**src/rtl/rfep_pkg.sv**
```systemverilog
package rfep_pkg;

  localparam int unsigned SumW     = 35;
  localparam int unsigned CntW     = 11;
  localparam int unsigned EnergyW  = 24;
  localparam int unsigned DeltaW   = 32;
  localparam int unsigned AccW     = 37;
  localparam int unsigned OnW      = 8;
  localparam int unsigned OffW     = 10;
  localparam int unsigned CfgIdxW  = 8;
  localparam int unsigned CfgDataW = 32;
  localparam int unsigned QueueDepth = 2;

  localparam logic [CfgIdxW-1:0] RegFrameLength     = 8'd0;
  localparam logic [CfgIdxW-1:0] RegMotionThreshold = 8'd1;
  localparam logic [CfgIdxW-1:0] RegOnFrames        = 8'd2;
  localparam logic [CfgIdxW-1:0] RegOffFrames       = 8'd3;

  localparam logic [CntW-1:0]   FrameLengthRst     = 11'd128;
  localparam logic [DeltaW-1:0] MotionThresholdRst = 32'd12800000;
  localparam logic [OnW-1:0]    OnFramesRst        = 8'd3;
  localparam logic [OffW-1:0]   OffFramesRst       = 10'd200;

  typedef struct packed {
    logic [SumW-1:0] sum;
    logic [CntW-1:0] count;
  } frame_t;

  typedef struct packed {
    logic [DeltaW-1:0] motion_threshold;
    logic [OnW-1:0]    on_frames;
    logic [OffW-1:0]   off_frames;
  } det_cfg_t;

  typedef struct packed {
    logic            start;
    logic [AccW-1:0] dividend;
    logic [CntW-1:0] divisor;
  } div_req_t;

  typedef struct packed {
    logic            busy;
    logic            done;
    logic [AccW-1:0] quotient;
  } div_rsp_t;

endpackage

```
**src/rtl/rfep_if.sv**
```systemverilog
interface rfep_in_if #(
  parameter int unsigned SAMPLE_BITS = 12
);
  logic                   valid;
  logic                   ready;
  logic [SAMPLE_BITS-1:0] sample;

  modport source (output valid, output sample, input ready);
  modport sink (input valid, input sample, output ready);
endinterface

interface rfep_out_if;
  logic        valid;
  logic        ready;
  logic [23:0] frame_energy;
  logic [31:0] delta_avg;
  logic        presence;

  modport source (output valid, output frame_energy, output delta_avg,
                  output presence, input ready);
  modport sink (input valid, input frame_energy, input delta_avg,
                input presence, output ready);
endinterface

interface rfep_cfg_if;
  logic        valid;
  logic        ready;
  logic [7:0]  index;
  logic [31:0] data;

  modport source (output valid, output index, output data, input ready);
  modport sink (input valid, input index, input data, output ready);
endinterface

```
**src/rtl/radar_frame_energy_presence.sv**
```systemverilog
// channel  dir  handshake      payload
// in_i     in   valid/ready    sample[SAMPLE_BITS-1:0]
// out_o    out  valid/ready    frame_energy[23:0], delta_avg[31:0], presence
// cfg_i    in   valid/ready    index[7:0], data[31:0] (0 length, 1 threshold, 2 on, 3 off)
//
// Samples are taken one per cycle by the accumulator (one multiply-add per transfer).
// In the back end each frame then passes through the one-bit-per-cycle 37-bit mean divider,
// the divide-by-ten smoothing (shift-and-add, one step per cycle) and the load of the output,
// which waits until the output register is free; the next frame is popped once it is idle again.
// A two-entry frame queue separates the two; the input stalls only while it is full.
// The output register holds a result until taken while the next frame is processed.
// Asynchronous active-low reset; all registers but the queue storage are cleared at once, no clearing pass.
module radar_frame_energy_presence import rfep_pkg::*; #(
  parameter int unsigned MAX_FRAME_SAMPLES = 1024,
  parameter int unsigned SAMPLE_BITS       = 12
) (
  input  logic       clk_i,
  input  logic       rst_ni,
  rfep_in_if.sink    in_i,
  rfep_out_if.source out_o,
  rfep_cfg_if.sink   cfg_i
);

  localparam int unsigned MaxLen =
      (MAX_FRAME_SAMPLES > ((1 << CntW) - 1)) ? ((1 << CntW) - 1) : MAX_FRAME_SAMPLES;
  localparam logic [CntW-1:0] MaxLenW = CntW'(MaxLen);

  logic [CntW-1:0] frame_len_q;
  logic [CntW-1:0] eff_len;
  det_cfg_t        det_cfg_q;
  logic            q_push, q_pop, q_full, q_empty;
  frame_t          q_wdata, q_rdata;
  div_req_t        div_req;
  div_rsp_t        div_rsp;

  assign cfg_i.ready = 1'b1;

  always_ff @(posedge clk_i or negedge rst_ni) begin
    if (!rst_ni) begin
      frame_len_q                <= FrameLengthRst;
      det_cfg_q.motion_threshold <= MotionThresholdRst;
      det_cfg_q.on_frames        <= OnFramesRst;
      det_cfg_q.off_frames       <= OffFramesRst;
    end else if (cfg_i.valid && cfg_i.ready) begin
      case (cfg_i.index)
        RegFrameLength:     frame_len_q                <= cfg_i.data[CntW-1:0];
        RegMotionThreshold: det_cfg_q.motion_threshold <= cfg_i.data[DeltaW-1:0];
        RegOnFrames:        det_cfg_q.on_frames        <= cfg_i.data[OnW-1:0];
        RegOffFrames:       det_cfg_q.off_frames       <= cfg_i.data[OffW-1:0];
        default: ;
      endcase
    end
  end

  always_comb begin
    if (frame_len_q == '0) begin
      eff_len = CntW'(1);
    end else if (frame_len_q > MaxLenW) begin
      eff_len = MaxLenW;
    end else begin
      eff_len = frame_len_q;
    end
  end

  rfep_front #(
    .SAMPLE_BITS (SAMPLE_BITS)
  ) u_front (
    .clk_i       (clk_i),
    .rst_ni      (rst_ni),
    .in_i        (in_i),
    .frame_len_i (eff_len),
    .full_i      (q_full),
    .push_o      (q_push),
    .push_data_o (q_wdata)
  );

  rfep_queue u_queue (
    .clk_i       (clk_i),
    .rst_ni      (rst_ni),
    .push_i      (q_push),
    .push_data_i (q_wdata),
    .pop_i       (q_pop),
    .pop_data_o  (q_rdata),
    .full_o      (q_full),
    .empty_o     (q_empty)
  );

  rfep_div u_div (
    .clk_i  (clk_i),
    .rst_ni (rst_ni),
    .req_i  (div_req),
    .rsp_o  (div_rsp)
  );

  rfep_back u_back (
    .clk_i     (clk_i),
    .rst_ni    (rst_ni),
    .cfg_i     (det_cfg_q),
    .empty_i   (q_empty),
    .frame_i   (q_rdata),
    .pop_o     (q_pop),
    .div_req_o (div_req),
    .div_rsp_i (div_rsp),
    .out_o     (out_o)
  );

  a_no_push_full: assert property (@(posedge clk_i) disable iff (!rst_ni)
    q_push |-> !q_full)
    else $error("frame pushed into full queue");

  a_no_pop_empty: assert property (@(posedge clk_i) disable iff (!rst_ni)
    q_pop |-> !q_empty && div_req.start)
    else $error("frame popped from empty queue or without divider start");

  a_start_idle: assert property (@(posedge clk_i) disable iff (!rst_ni)
    div_req.start |-> !div_rsp.busy)
    else $error("divider started while busy");

  a_done_after_busy: assert property (@(posedge clk_i) disable iff (!rst_ni)
    div_rsp.done |-> $past(div_rsp.busy))
    else $error("divider done without a running division");

endmodule

```
**src/rtl/rfep_front.sv**
```systemverilog
module rfep_front import rfep_pkg::*; #(
  parameter int unsigned SAMPLE_BITS = 12
) (
  input  logic            clk_i,
  input  logic            rst_ni,
  rfep_in_if.sink         in_i,
  input  logic [CntW-1:0] frame_len_i,
  input  logic            full_i,
  output logic            push_o,
  output frame_t          push_data_o
);

  logic [SumW-1:0]          sum_q, sum_d;
  logic [CntW-1:0]          cnt_q, cnt_d;
  logic [2*SAMPLE_BITS-1:0] square;
  logic [CntW:0]            cnt_inc;
  logic                     accept;
  logic                     frame_end;

  assign in_i.ready = !full_i;
  assign accept     = in_i.valid && in_i.ready;
  assign square     = in_i.sample * in_i.sample;
  assign cnt_inc    = {1'b0, cnt_q} + {{CntW{1'b0}}, 1'b1};
  assign frame_end  = cnt_inc >= {1'b0, frame_len_i};

  always_comb begin
    sum_d = sum_q + SumW'(square);
    cnt_d = cnt_inc[CntW-1:0];
  end

  assign push_o            = accept && frame_end;
  assign push_data_o.sum   = sum_d;
  assign push_data_o.count = cnt_d;

  always_ff @(posedge clk_i or negedge rst_ni) begin
    if (!rst_ni) begin
      sum_q <= '0;
      cnt_q <= '0;
    end else if (accept) begin
      if (frame_end) begin
        sum_q <= '0;
        cnt_q <= '0;
      end else begin
        sum_q <= sum_d;
        cnt_q <= cnt_d;
      end
    end
  end

endmodule

```
**src/rtl/rfep_queue.sv**
```systemverilog
module rfep_queue import rfep_pkg::*; (
  input  logic   clk_i,
  input  logic   rst_ni,
  input  logic   push_i,
  input  frame_t push_data_i,
  input  logic   pop_i,
  output frame_t pop_data_o,
  output logic   full_o,
  output logic   empty_o
);

  localparam int unsigned PtrW  = (QueueDepth > 1) ? $clog2(QueueDepth) : 1;
  localparam int unsigned FillW = $clog2(QueueDepth + 1);

  frame_t           mem_q [QueueDepth];
  logic [PtrW-1:0]  wr_ptr_q, rd_ptr_q;
  logic [FillW-1:0] fill_q;

  assign full_o     = fill_q == FillW'(QueueDepth);
  assign empty_o    = fill_q == '0;
  assign pop_data_o = mem_q[rd_ptr_q];

  always_ff @(posedge clk_i) begin
    if (push_i) begin
      mem_q[wr_ptr_q] <= push_data_i;
    end
  end

  always_ff @(posedge clk_i or negedge rst_ni) begin
    if (!rst_ni) begin
      wr_ptr_q <= '0;
      rd_ptr_q <= '0;
      fill_q   <= '0;
    end else begin
      if (push_i) begin
        wr_ptr_q <= (wr_ptr_q == PtrW'(QueueDepth - 1)) ? '0 : wr_ptr_q + 1'b1;
      end
      if (pop_i) begin
        rd_ptr_q <= (rd_ptr_q == PtrW'(QueueDepth - 1)) ? '0 : rd_ptr_q + 1'b1;
      end
      if (push_i && !pop_i) begin
        fill_q <= fill_q + 1'b1;
      end else if (pop_i && !push_i) begin
        fill_q <= fill_q - 1'b1;
      end
    end
  end

endmodule

```
**src/rtl/rfep_div.sv**
```systemverilog
module rfep_div import rfep_pkg::*; (
  input  logic     clk_i,
  input  logic     rst_ni,
  input  div_req_t req_i,
  output div_rsp_t rsp_o
);

  localparam int unsigned StepW = $clog2(AccW);
  localparam logic [StepW-1:0] LastStep = StepW'(AccW - 1);

  typedef enum logic {
    DivIdle,
    DivBusy
  } div_state_e;

  div_state_e       state_q;
  logic [AccW-1:0]  quo_q;
  logic [CntW-1:0]  rem_q;
  logic [CntW-1:0]  divisor_q;
  logic [StepW-1:0] step_q;
  logic             done_q;
  logic [CntW:0]    shifted;
  logic             fits;
  logic [CntW:0]    diff;

  assign shifted = {rem_q, quo_q[AccW-1]};
  assign fits    = shifted >= {1'b0, divisor_q};
  assign diff    = shifted - {1'b0, divisor_q};

  assign rsp_o.busy     = state_q == DivBusy;
  assign rsp_o.done     = done_q;
  assign rsp_o.quotient = quo_q;

  always_ff @(posedge clk_i or negedge rst_ni) begin
    if (!rst_ni) begin
      state_q   <= DivIdle;
      quo_q     <= '0;
      rem_q     <= '0;
      divisor_q <= '0;
      step_q    <= '0;
      done_q    <= 1'b0;
    end else begin
      done_q <= 1'b0;
      case (state_q)
        DivIdle: begin
          if (req_i.start) begin
            quo_q     <= req_i.dividend;
            rem_q     <= '0;
            divisor_q <= req_i.divisor;
            step_q    <= '0;
            state_q   <= DivBusy;
          end
        end
        DivBusy: begin
          rem_q  <= fits ? diff[CntW-1:0] : shifted[CntW-1:0];
          quo_q  <= {quo_q[AccW-2:0], fits};
          step_q <= step_q + 1'b1;
          if (step_q == LastStep) begin
            done_q  <= 1'b1;
            state_q <= DivIdle;
          end
        end
        default: state_q <= DivIdle;
      endcase
    end
  end

endmodule

```
**src/rtl/rfep_back.sv**
```systemverilog
module rfep_back import rfep_pkg::*; (
  input  logic     clk_i,
  input  logic     rst_ni,
  input  det_cfg_t cfg_i,
  input  logic     empty_i,
  input  frame_t   frame_i,
  output logic     pop_o,
  output div_req_t div_req_o,
  input  div_rsp_t div_rsp_i,
  rfep_out_if.source out_o
);

  typedef enum logic [2:0] {
    BkIdle,
    BkDivEnergy,
    BkSmooth,
    BkDivSmooth,
    BkHold
  } back_state_e;

  back_state_e        state_q;
  logic [EnergyW-1:0] prev_q;
  logic [EnergyW-1:0] energy_q;
  logic [EnergyW-1:0] delta_q;
  logic [DeltaW-1:0]  avg_q;
  logic [OnW-1:0]     above_q, above_d;
  logic [OffW-1:0]    below_q, below_d;
  logic               pres_q, pres_d;
  logic               out_valid_q;
  logic [EnergyW-1:0] out_energy_q;
  logic [DeltaW-1:0]  out_delta_q;
  logic               out_pres_q;
  logic [AccW-1:0]    tenth_q;
  logic [2:0]         tenth_step_q;
  logic [4:0]         tenth_rem_q;

  logic [EnergyW-1:0] energy_new;
  logic [EnergyW-1:0] delta_new;
  logic [AccW-1:0]    acc;
  logic [AccW-1:0]    tenth_shr;
  logic [4:0]         tenth_rem;
  logic [OnW:0]       above_inc;
  logic [OffW:0]      below_inc;
  logic               out_load;

  assign energy_new = div_rsp_i.quotient[EnergyW-1:0];
  assign delta_new  = (energy_new >= prev_q) ? energy_new - prev_q : prev_q - energy_new;
  assign acc = (AccW'(delta_q) << 8) + (AccW'(avg_q) << 3) + AccW'(avg_q);

  // divide by ten: q ~= acc * 0.8 / 8 by shift-and-add, then fix up from the remainder
  always_comb begin
    case (tenth_step_q)
      3'd0:    tenth_shr = tenth_q >> 4;
      3'd1:    tenth_shr = tenth_q >> 8;
      3'd2:    tenth_shr = tenth_q >> 16;
      3'd3:    tenth_shr = tenth_q >> 32;
      default: tenth_shr = '0;
    endcase
  end

  assign tenth_rem = 5'(acc - (tenth_q << 3) - (tenth_q << 1));

  assign pop_o = (state_q == BkIdle) && !empty_i;

  always_comb begin
    div_req_o.start    = pop_o;
    div_req_o.dividend = AccW'(frame_i.sum);
    div_req_o.divisor  = frame_i.count;
  end

  assign above_inc = {1'b0, above_q} + 1'b1;
  assign below_inc = {1'b0, below_q} + 1'b1;

  always_comb begin
    above_d = above_q;
    below_d = below_q;
    pres_d  = pres_q;
    if (avg_q > cfg_i.motion_threshold) begin
      below_d = '0;
      if (above_inc >= {1'b0, cfg_i.on_frames}) begin
        above_d = cfg_i.on_frames;
        pres_d  = 1'b1;
      end else begin
        above_d = above_inc[OnW-1:0];
      end
    end else begin
      above_d = '0;
      if (below_inc >= {1'b0, cfg_i.off_frames}) begin
        below_d = cfg_i.off_frames;
        pres_d  = 1'b0;
      end else begin
        below_d = below_inc[OffW-1:0];
      end
    end
  end

  assign out_load = (state_q == BkHold) && (!out_valid_q || out_o.ready);

  assign out_o.valid        = out_valid_q;
  assign out_o.frame_energy = out_energy_q;
  assign out_o.delta_avg    = out_delta_q;
  assign out_o.presence     = out_pres_q;

  always_ff @(posedge clk_i or negedge rst_ni) begin
    if (!rst_ni) begin
      state_q      <= BkIdle;
      prev_q       <= '0;
      energy_q     <= '0;
      delta_q      <= '0;
      avg_q        <= '0;
      above_q      <= '0;
      below_q      <= '0;
      pres_q       <= 1'b0;
      out_valid_q  <= 1'b0;
      out_energy_q <= '0;
      out_delta_q  <= '0;
      out_pres_q   <= 1'b0;
      tenth_q      <= '0;
      tenth_step_q <= '0;
      tenth_rem_q  <= '0;
    end else begin
      out_valid_q <= out_load || (out_valid_q && !out_o.ready);
      case (state_q)
        BkIdle: begin
          if (pop_o) begin
            state_q <= BkDivEnergy;
          end
        end
        BkDivEnergy: begin
          if (div_rsp_i.done) begin
            energy_q <= energy_new;
            delta_q  <= delta_new;
            prev_q   <= energy_new;
            state_q  <= BkSmooth;
          end
        end
        BkSmooth: begin
          tenth_q      <= (acc >> 1) + (acc >> 2);
          tenth_step_q <= '0;
          state_q      <= BkDivSmooth;
        end
        BkDivSmooth: begin
          tenth_step_q <= tenth_step_q + 1'b1;
          if (tenth_step_q < 3'd4) begin
            tenth_q <= tenth_q + tenth_shr;
          end else if (tenth_step_q == 3'd4) begin
            tenth_q <= tenth_q >> 3;
          end else if (tenth_step_q == 3'd5) begin
            tenth_rem_q <= tenth_rem;
          end else begin
            avg_q   <= tenth_q[DeltaW-1:0] + DeltaW'(tenth_rem_q > 5'd9);
            state_q <= BkHold;
          end
        end
        BkHold: begin
          if (out_load) begin
            above_q      <= above_d;
            below_q      <= below_d;
            pres_q       <= pres_d;
            out_energy_q <= energy_q;
            out_delta_q  <= avg_q;
            out_pres_q   <= pres_d;
            state_q      <= BkIdle;
          end
        end
        default: state_q <= BkIdle;
      endcase
    end
  end

endmodule
```
**src/flat_wrapper.sv**
```systemverilog
// flat-port wrapper written by rule: the top's interface ports become plain ports
module radar_frame_energy_presence_flat import rfep_pkg::*;
#(
  parameter int unsigned MAX_FRAME_SAMPLES = 1024,
  parameter int unsigned SAMPLE_BITS       = 12
)
  (clk_i, rst_ni, in_i_valid, in_i_sample, in_i_ready, out_o_valid, out_o_frame_energy, out_o_delta_avg, out_o_presence, out_o_ready, cfg_i_valid, cfg_i_index, cfg_i_data, cfg_i_ready);
  rfep_in_if #(.SAMPLE_BITS(SAMPLE_BITS)) in_i_i ();
  rfep_out_if out_o_i ();
  rfep_cfg_if cfg_i_i ();
  input  logic clk_i;
  input  logic rst_ni;
  input wire logic [$bits(in_i_i.valid)-1:0] in_i_valid;
  input wire logic [$bits(in_i_i.sample)-1:0] in_i_sample;
  output wire logic [$bits(in_i_i.ready)-1:0] in_i_ready;
  output wire logic [$bits(out_o_i.valid)-1:0] out_o_valid;
  output wire logic [$bits(out_o_i.frame_energy)-1:0] out_o_frame_energy;
  output wire logic [$bits(out_o_i.delta_avg)-1:0] out_o_delta_avg;
  output wire logic [$bits(out_o_i.presence)-1:0] out_o_presence;
  input wire logic [$bits(out_o_i.ready)-1:0] out_o_ready;
  input wire logic [$bits(cfg_i_i.valid)-1:0] cfg_i_valid;
  input wire logic [$bits(cfg_i_i.index)-1:0] cfg_i_index;
  input wire logic [$bits(cfg_i_i.data)-1:0] cfg_i_data;
  output wire logic [$bits(cfg_i_i.ready)-1:0] cfg_i_ready;
  assign in_i_i.valid = in_i_valid;
  assign in_i_i.sample = in_i_sample;
  assign in_i_ready = in_i_i.ready;
  assign out_o_valid = out_o_i.valid;
  assign out_o_frame_energy = out_o_i.frame_energy;
  assign out_o_delta_avg = out_o_i.delta_avg;
  assign out_o_presence = out_o_i.presence;
  assign out_o_i.ready = out_o_ready;
  assign cfg_i_i.valid = cfg_i_valid;
  assign cfg_i_i.index = cfg_i_index;
  assign cfg_i_i.data = cfg_i_data;
  assign cfg_i_ready = cfg_i_i.ready;
  radar_frame_energy_presence #(.MAX_FRAME_SAMPLES(MAX_FRAME_SAMPLES), .SAMPLE_BITS(SAMPLE_BITS)) u_core (.clk_i(clk_i), .rst_ni(rst_ni), .in_i(in_i_i), .out_o(out_o_i), .cfg_i(cfg_i_i));
endmodule
```
**config.mk**
```make
export PLATFORM = sky130hd
export DESIGN_NAME = radar_frame_energy_presence_flat
export DESIGN_NICKNAME = d
export VERILOG_FILES = /design/src/rtl/rfep_pkg.sv /design/src/rtl/rfep_if.sv /design/src/rtl/radar_frame_energy_presence.sv /design/src/rtl/rfep_front.sv /design/src/rtl/rfep_queue.sv /design/src/rtl/rfep_div.sv /design/src/rtl/rfep_back.sv /design/src/flat_wrapper.sv
export SDC_FILE = /design/constraint.sdc
export NUM_CORES = 2
export LEC_CHECK = 0
export BUFFER_PORTS_ARGS = -buffer_cell sky130_fd_sc_hd__buf_2
export CAP_MARGIN = 40
export CELL_PAD_IN_SITES_DETAIL_PLACEMENT = 0
export CELL_PAD_IN_SITES_GLOBAL_PLACEMENT = 1
export CORE_UTILIZATION = 45
export DETAILED_ROUTE_END_ITERATION = 16
export HOLD_SLACK_MARGIN = 0.05
export PLACE_DENSITY_LB_ADDON = 0.1
export SETUP_SLACK_MARGIN = 0.1
export SYNTH_ARGS = -nofsm -noshare
export SYNTH_HDL_FRONTEND = slang
export SYNTH_SLANG_ARGS = --single-unit
```
**constraint.sdc**
```tcl
create_clock -name clk_i -period 5.3 [get_ports clk_i]
set_clock_uncertainty 0.05 [all_clocks]
set_input_delay 0.53 -clock clk_i [delete_from_list [all_inputs] [get_ports clk_i]]
set_output_delay 0.53 -clock clk_i [all_outputs]
set_load 0.005 [all_outputs]
```
# After elaboration in Yosys (flattened, before gate mapping)
# Memories as Yosys holds them, arrays and structs flattened.
# Index checks and enable logic that the tools add are counted.
# totals
ff_bits	382
mem_bits_rw	92
out_inout_bits	60
wordCells	163
mem_count	1
input_bits	57
# memory_table
name	words	width	read_ports	rd_clocked_by_memory_dff	wr	line_no	rtl
u_core.u_queue.mem_q	2	46	1	0	1	rfep_queue.sv:15	frame_t mem_q [QueueDepth];
# classes
n_mul	1
bitwise_logic	4
eq_ne	23
magnitude_cmp	9
reduce_logical	35
muxes	42
addsub	20
# ops
operator	count
one-hot mux 37 bit (2 select lines)	2
one-hot mux 33 bit (4 select lines)	1
2-to-1 mux 37 bit	3
2-to-1 mux 11 bit	5
subtractor 24 bit	2
adder 36 x 32 -> 37 bit	1
adder 36 x 35 -> 37 bit	1
adder 37 x 33 -> 37 bit	1
adder 32 x 35 -> 36 bit	1
adder 35 x 24 -> 35 bit	1
2-to-1 mux 35 bit	1
adder 32 x 1 -> 32 bit	1
greater-than comparator 32 bit	1
greater-or-equal comparator 12 x 11 -> 1 bit	2
greater-or-equal comparator 24 bit	1
multiplier 12 x 12 -> 24 bit	1
2-to-1 mux 24 bit	1
one-hot mux 11 bit (2 select lines)	1
2-to-1 mux 10 bit	2
2-to-1 mux 3 bit	6
== test 8 x 2 -> 1 bit, second input constant	2
2-to-1 mux 8 bit	2
AND reduction 2 bit	8
one-hot mux 3 bit (5 select lines)	1
other kinds (41)	86

# Longest topological paths before layout
# logic_depth
ltp_word	9
depth_mapped	23
mapped_depth_nobuf	23

# Cells and area by module
# A second synthesis with hierarchy kept.
# hier_totals
hier_cells	3912
hier_area_um2	36258.5
# by_module_without_submodules
mod	area_per_inst_um2	seq_area_each_um2	instances	cells_each
rfep_back	19243.5	5079.9	1	2410
rfep_front	7333.3	1151.1	1	827
rfep_queue	3629.7	2862.7	1	159
rfep_div	3470.8	1676.6	1	363
radar_frame_energy_presence	2581.2	1541.5	1	153

# Worst setup path after synthesis
# OpenSTA, ideal clock, no wires.
# synth_path
kind	in2reg
start	in in_i_sample[9]
end	mem u_core.u_queue.mem_q[0][41] (netlist name), data pin
arrival_ns	5.713
t_required_ns	4.984
path_stages	20
setup_ns	0.266
n_path_buf	2
slack_ns	-0.729
cell_sequence	clkbuf_1 -> inv_1 -> nor2_1 -> fa_1 -> fa_1 -> fa_1 -> fa_1 -> inv_1 -> fa_1 -> inv_1 -> ha_1 -> and3_1 -> nand4_1 -> a21oi_1 -> o2111ai_1 -> a31oi_1 -> o21a_1 -> clkbuf_1 -> nor2b_1 -> xor2_1
# synth_lines
element	line_no	rtl
from (decl)	flat_wrapper.sv:14	input wire logic [$bits(in_i_i.sample)-1:0] in_i_sample;
to (decl)	rfep_queue.sv:15	

# Worst setup path in the final report
# layout_path
start	in in_i_sample[1]
end	reg u_core.u_front.sum_q[32]
# layout_via
elab_chain_len	3
# layout_rtl
element	line_no	rtl
multiplier 12 x 12 -> 24 bit	rfep_front.sv:22	assign square = in_i.sample * in_i.sample;
adder 35 x 24 -> 35 bit	rfep_front.sv:27	sum_d = sum_q + SumW'(square);
2-to-1 mux 35 bit	rfep_front.sv:40	if (frame_end) begin
to (signal assigned)	rfep_front.sv:44	sum_q <= sum_d;
to (decl)	rfep_front.sv:13	logic [SumW-1:0] sum_q, sum_d;
# No other way between the ends.
# A chain may end at the register's enable or synchronous reset.

==> results.cfg <==
[run_status]
status = finished, final reports clean

[clock_network]
cts.sinks = 473
cts_tree = done
cts-root-buf = clkbuf_16
clk_pin_slew_ns = 0.06
cts_buffers = 56
htreeDepth = 2
clock_latency_ns = 0.65
cts_buffer_depth = 3

[drt]
vias_per_cell = 5.42
num_vias = 28600
drt_iter0_drc = 1618
wirelength_microns = 98900
wl_per_cell_microns = 18.8
drtAntennaViolNets = 0
drc_errors = 0
dr.pass1.iters = 6

[synthesis]
synth_cells = 3933
synth_async_sr_flop_share_pct = 80.5
synth_flop_cell = dfrtp_1
synth-edff-count = 92
synth.cell_area_sq_mm = 0.0357
netlist-cell-type-count = 102
synth-seq-area-share_pct = 34.4
ys_warn_count = 0
syn_nets = 4428
avgSynthCellArea_sq_um = 9.09
synth.ff_latch_count = 473

[floorplan]
dieArea_sq_mm = 0.0806
die_h_microns = 284
initial_core_util_pct = 45.8
die_w_microns = 284
core_sq_mm = 0.0780
rows = 102
ioPinCount = 117

[timing]
tns_ns = 0
rsz0062_at_grt = true
fmax_mhz = 198
fin_crit_ns = 5.05
tightestPinTransition_ns = 0.906
fin_crit_sh_pct = 95.3
relSlewSlack_pct = 39.5
maxSlewViolCount = 0
setup_viol = 0
hold_viol = 0

[global_route]
track_usage_pct = 24.6
grt_pass1_vias = 28900
grt_pass1_wl_microns = 159000
grt_max_degree = 106
grt-ovfl-total = 0
antenna_found_initial = 0

[worst_setup_path]
crit-reg2reg-launch = u_core.u_back.avg_q[7]
cp_common_cell = fa_1
crit_path_top_delay_cell = fa_2
crit_path_cell_trace = buf_4, buf_6, and2_4, fa_2, inv_1, fa_2, inv_2, fa_1, fa_1, inv_2, fa_1, inv_1, ha_2, a21o_1, a21o_1, a21oi_1, o21ai_2, o2111ai_2, a31oi_4, o21a_4, buf_4, a32o_1, a31o_1
worstSetupEndpointType = flop
cp_slowest_stage_delay_ns = 0.56
r2r-end = u_core.u_back.tenth_q[35]
critical_path.max_fanout = 8
r2r_cells = 23
cp.arrival_ns = 5.54
crit_required_ns = 5.78
worst-setup-path-type = input port to flop
r2r_slack_ns = 0.26
worstSetupStartpointType = input port
crit_start = in_i_sample[1]

[cells_and_area]
num-fill-cells = 7266
drive_gt1_share_pct = 16.9
final_cell_mix = 507 x nand2_1, 365 x dfrtp_1, 357 x inv_1
syn2layout_area_growth_pct = 16.6
antenna_cells = 0
finish.instance_area_sq_mm = 0.0417
layout_commonest_cell = nand2_1
nNetsFinal = 4681
utilization_pct = 53.4

[power_and_ir_drop]
power-per-cell-area_mw_per_mm2 = 636
p_leak_nw = 20.1
swShare_pct = 45.5
p_sw_mw = 12.1
p_int_mw = 14.4
peakVddDrop_v = 0.000823
seqPwrFrac_pct = 22.1
p_comb_share_pct = 63.0
power_frac_clock_pct = 14.8

[min_path]
holdPathEnd = u_core.det_cfg_q[42]
worstHoldPathType = input port to flop
whs_path_depth = 2
hold_start = cfg_i_data[24]

[place]
placed_cell_area_sq_mm = 0.0390
placement.io_buffers = 115
gp_congestion = 0.899
hpwlAfterDp_microns = 75400

[run]
drv_cap = 0
-- logic make-up after synthesis --
| group | after synthesis | share of synthesized area, % |
|---|---|---|
| mux | 162 | 4.80 |
| other cells | 1 | 0.0105 |
| compound gates | 1001 | 17.8 |
| fa+ha+maj | 438 | 18.1 |
| buf+inv | 558 | 6.05 |
| simple gates | 1114 | 14.2 |
| flops | 473 | 34.4 |
| xor+xnor | 186 | 4.56 |
-- synthesized netlist by cell type, types with 23 or more instances --
master / count / area, sq um
a21o_1: 100 / 751
and3_1: 31 / 194
nand2_1: 513 / 1930
nor2_1: 208 / 781
a21oi_1: 236 / 1180
xnor2_1: 96 / 841
o31ai_1: 26 / 195
nor2b_1: 26 / 163
fa_1: 131 / 2620
a22oi_1: 23 / 173
o21bai_1: 23 / 173
nand2b_1: 32 / 200
nand4_1: 40 / 250
o21ai_0: 279 / 1400
edfxtp_1: 92 / 2760
nor3_1: 40 / 200
ha_1: 307 / 3840
o21ai_1: 38 / 190
and2_1: 56 / 350
a31oi_1: 27 / 169
o21a_1: 42 / 315
a211oi_1: 26 / 195
nand3_1: 87 / 435
xor2_1: 90 / 788
o211ai_1: 23 / 173
clkbuf_1: 143 / 537
mux2_2: 73 / 822
dfrtp_1: 369 / 9230
mux2i_1: 86 / 861
inv_1: 370 / 1390
-- worst max-delay path: cells and delay by family --
kind | cells | cell delay (ns)
buffers and inverters | 7 | 0.60
adder cells (fa/ha/maj) | 6 | 2.56
AND/OR/NAND/NOR | 1 | 0.14
AO/OA/AOI/OAI | 9 | 1.69
-- worst max-delay path by stage --
stage                                       end  slack, ns
CTS                   u_core.u_back.tenth_q[35]       0.07
finish                 u_core.u_front.sum_q[32]       0.25
global placement       u_core.u_front.sum_q[32]      -0.61
global route          u_core.u_back.tenth_q[32]       0.03
detailed placement     u_core.u_front.sum_q[32]      -0.64
floorplan           u_core.u_queue.mem_q[0][45]      -0.18
-- per-stage QoR --
stage / total power [mW] / hold WS (ns) / instances / setup slack (ns)
floorplan: 17.0 / 0.184 / 3933 / -0.179
global placement: 22.2 / 0.404 / 5129 / -0.615
detailed placement: 22.3 / 0.407 / 5134 / -0.636
CTS: 26.4 / 0.0546 / 5262 / 0.0703
global route: 28.8 / 0.0699 / 5274 / 0.0339
finish: 26.5 / 0.0854 / 5274 / 0.248
-- power by group through the flow --
| stage | clock (mW) | sequential, mW | combinational (mW) |
|---|---|---|---|
| 6_report | 3.93 | 5.86 | 16.7 |
| 5_1_grt | 4.18 | 5.95 | 18.6 |
| 4_1_cts | 4.03 | 5.84 | 16.5 |
| 3_5_place_dp | 0 | 5.90 | 16.4 |
| 3_3_place_gp | 0 | 5.90 | 16.3 |
| 2_1_floorplan | 0 | 5.43 | 11.6 |
-- layout make-up --
type | instances | area [sq um] | share of cell area [%]
Inverter | 371 | 1400 | 3.35
Clock inverter | 38 | 350 | 0.841
Sequential cell | 473 | 12300 | 29.6
Timing Repair Buffer | 382 | 2800 | 6.73
Multi-Input combinational cell | 2902 | 22000 | 52.7
Clock buffer | 68 | 1540 | 3.69
Tap cell | 1040 | 1300 | 3.12
-- routing by layer --
metal / part of all wire (%) / track usage, % / up-vias / routed length [microns]
li1: - / - / 14200 / -
met1: 45 / 32.3 / 13800 / 44800
met2: 49 / 42.8 / 433 / 48300
met3: 2.8 / 2.01 / 135 / 2790
met4: 3.1 / 8.04 / 0 / 3070
met5: 0 / 0 / - / 0
-- state kept, by name, indices dropped and copies added, names as in the netlist, 32 cells and up --
signal                         flops
u_core.u_queue.mem_q              92
u_core.det_cfg_q                  50
u_core.u_back.avg_q               32
u_core.u_div.quo_q                37
u_core.u_back.tenth_q             37
u_core.u_back.out_o.delta_avg     32
u_core.u_front.sum_q              35
-- timing repair --
action	CTS	global route
buffers inserted	1	12
hold buffers	21	0
endpoints found under the setup margin	12	63
hold endpoints to repair	114	0
gates resized for setup	10	109
pin swaps	8	64
Note: power is estimated with default switching activity, not from simulation.
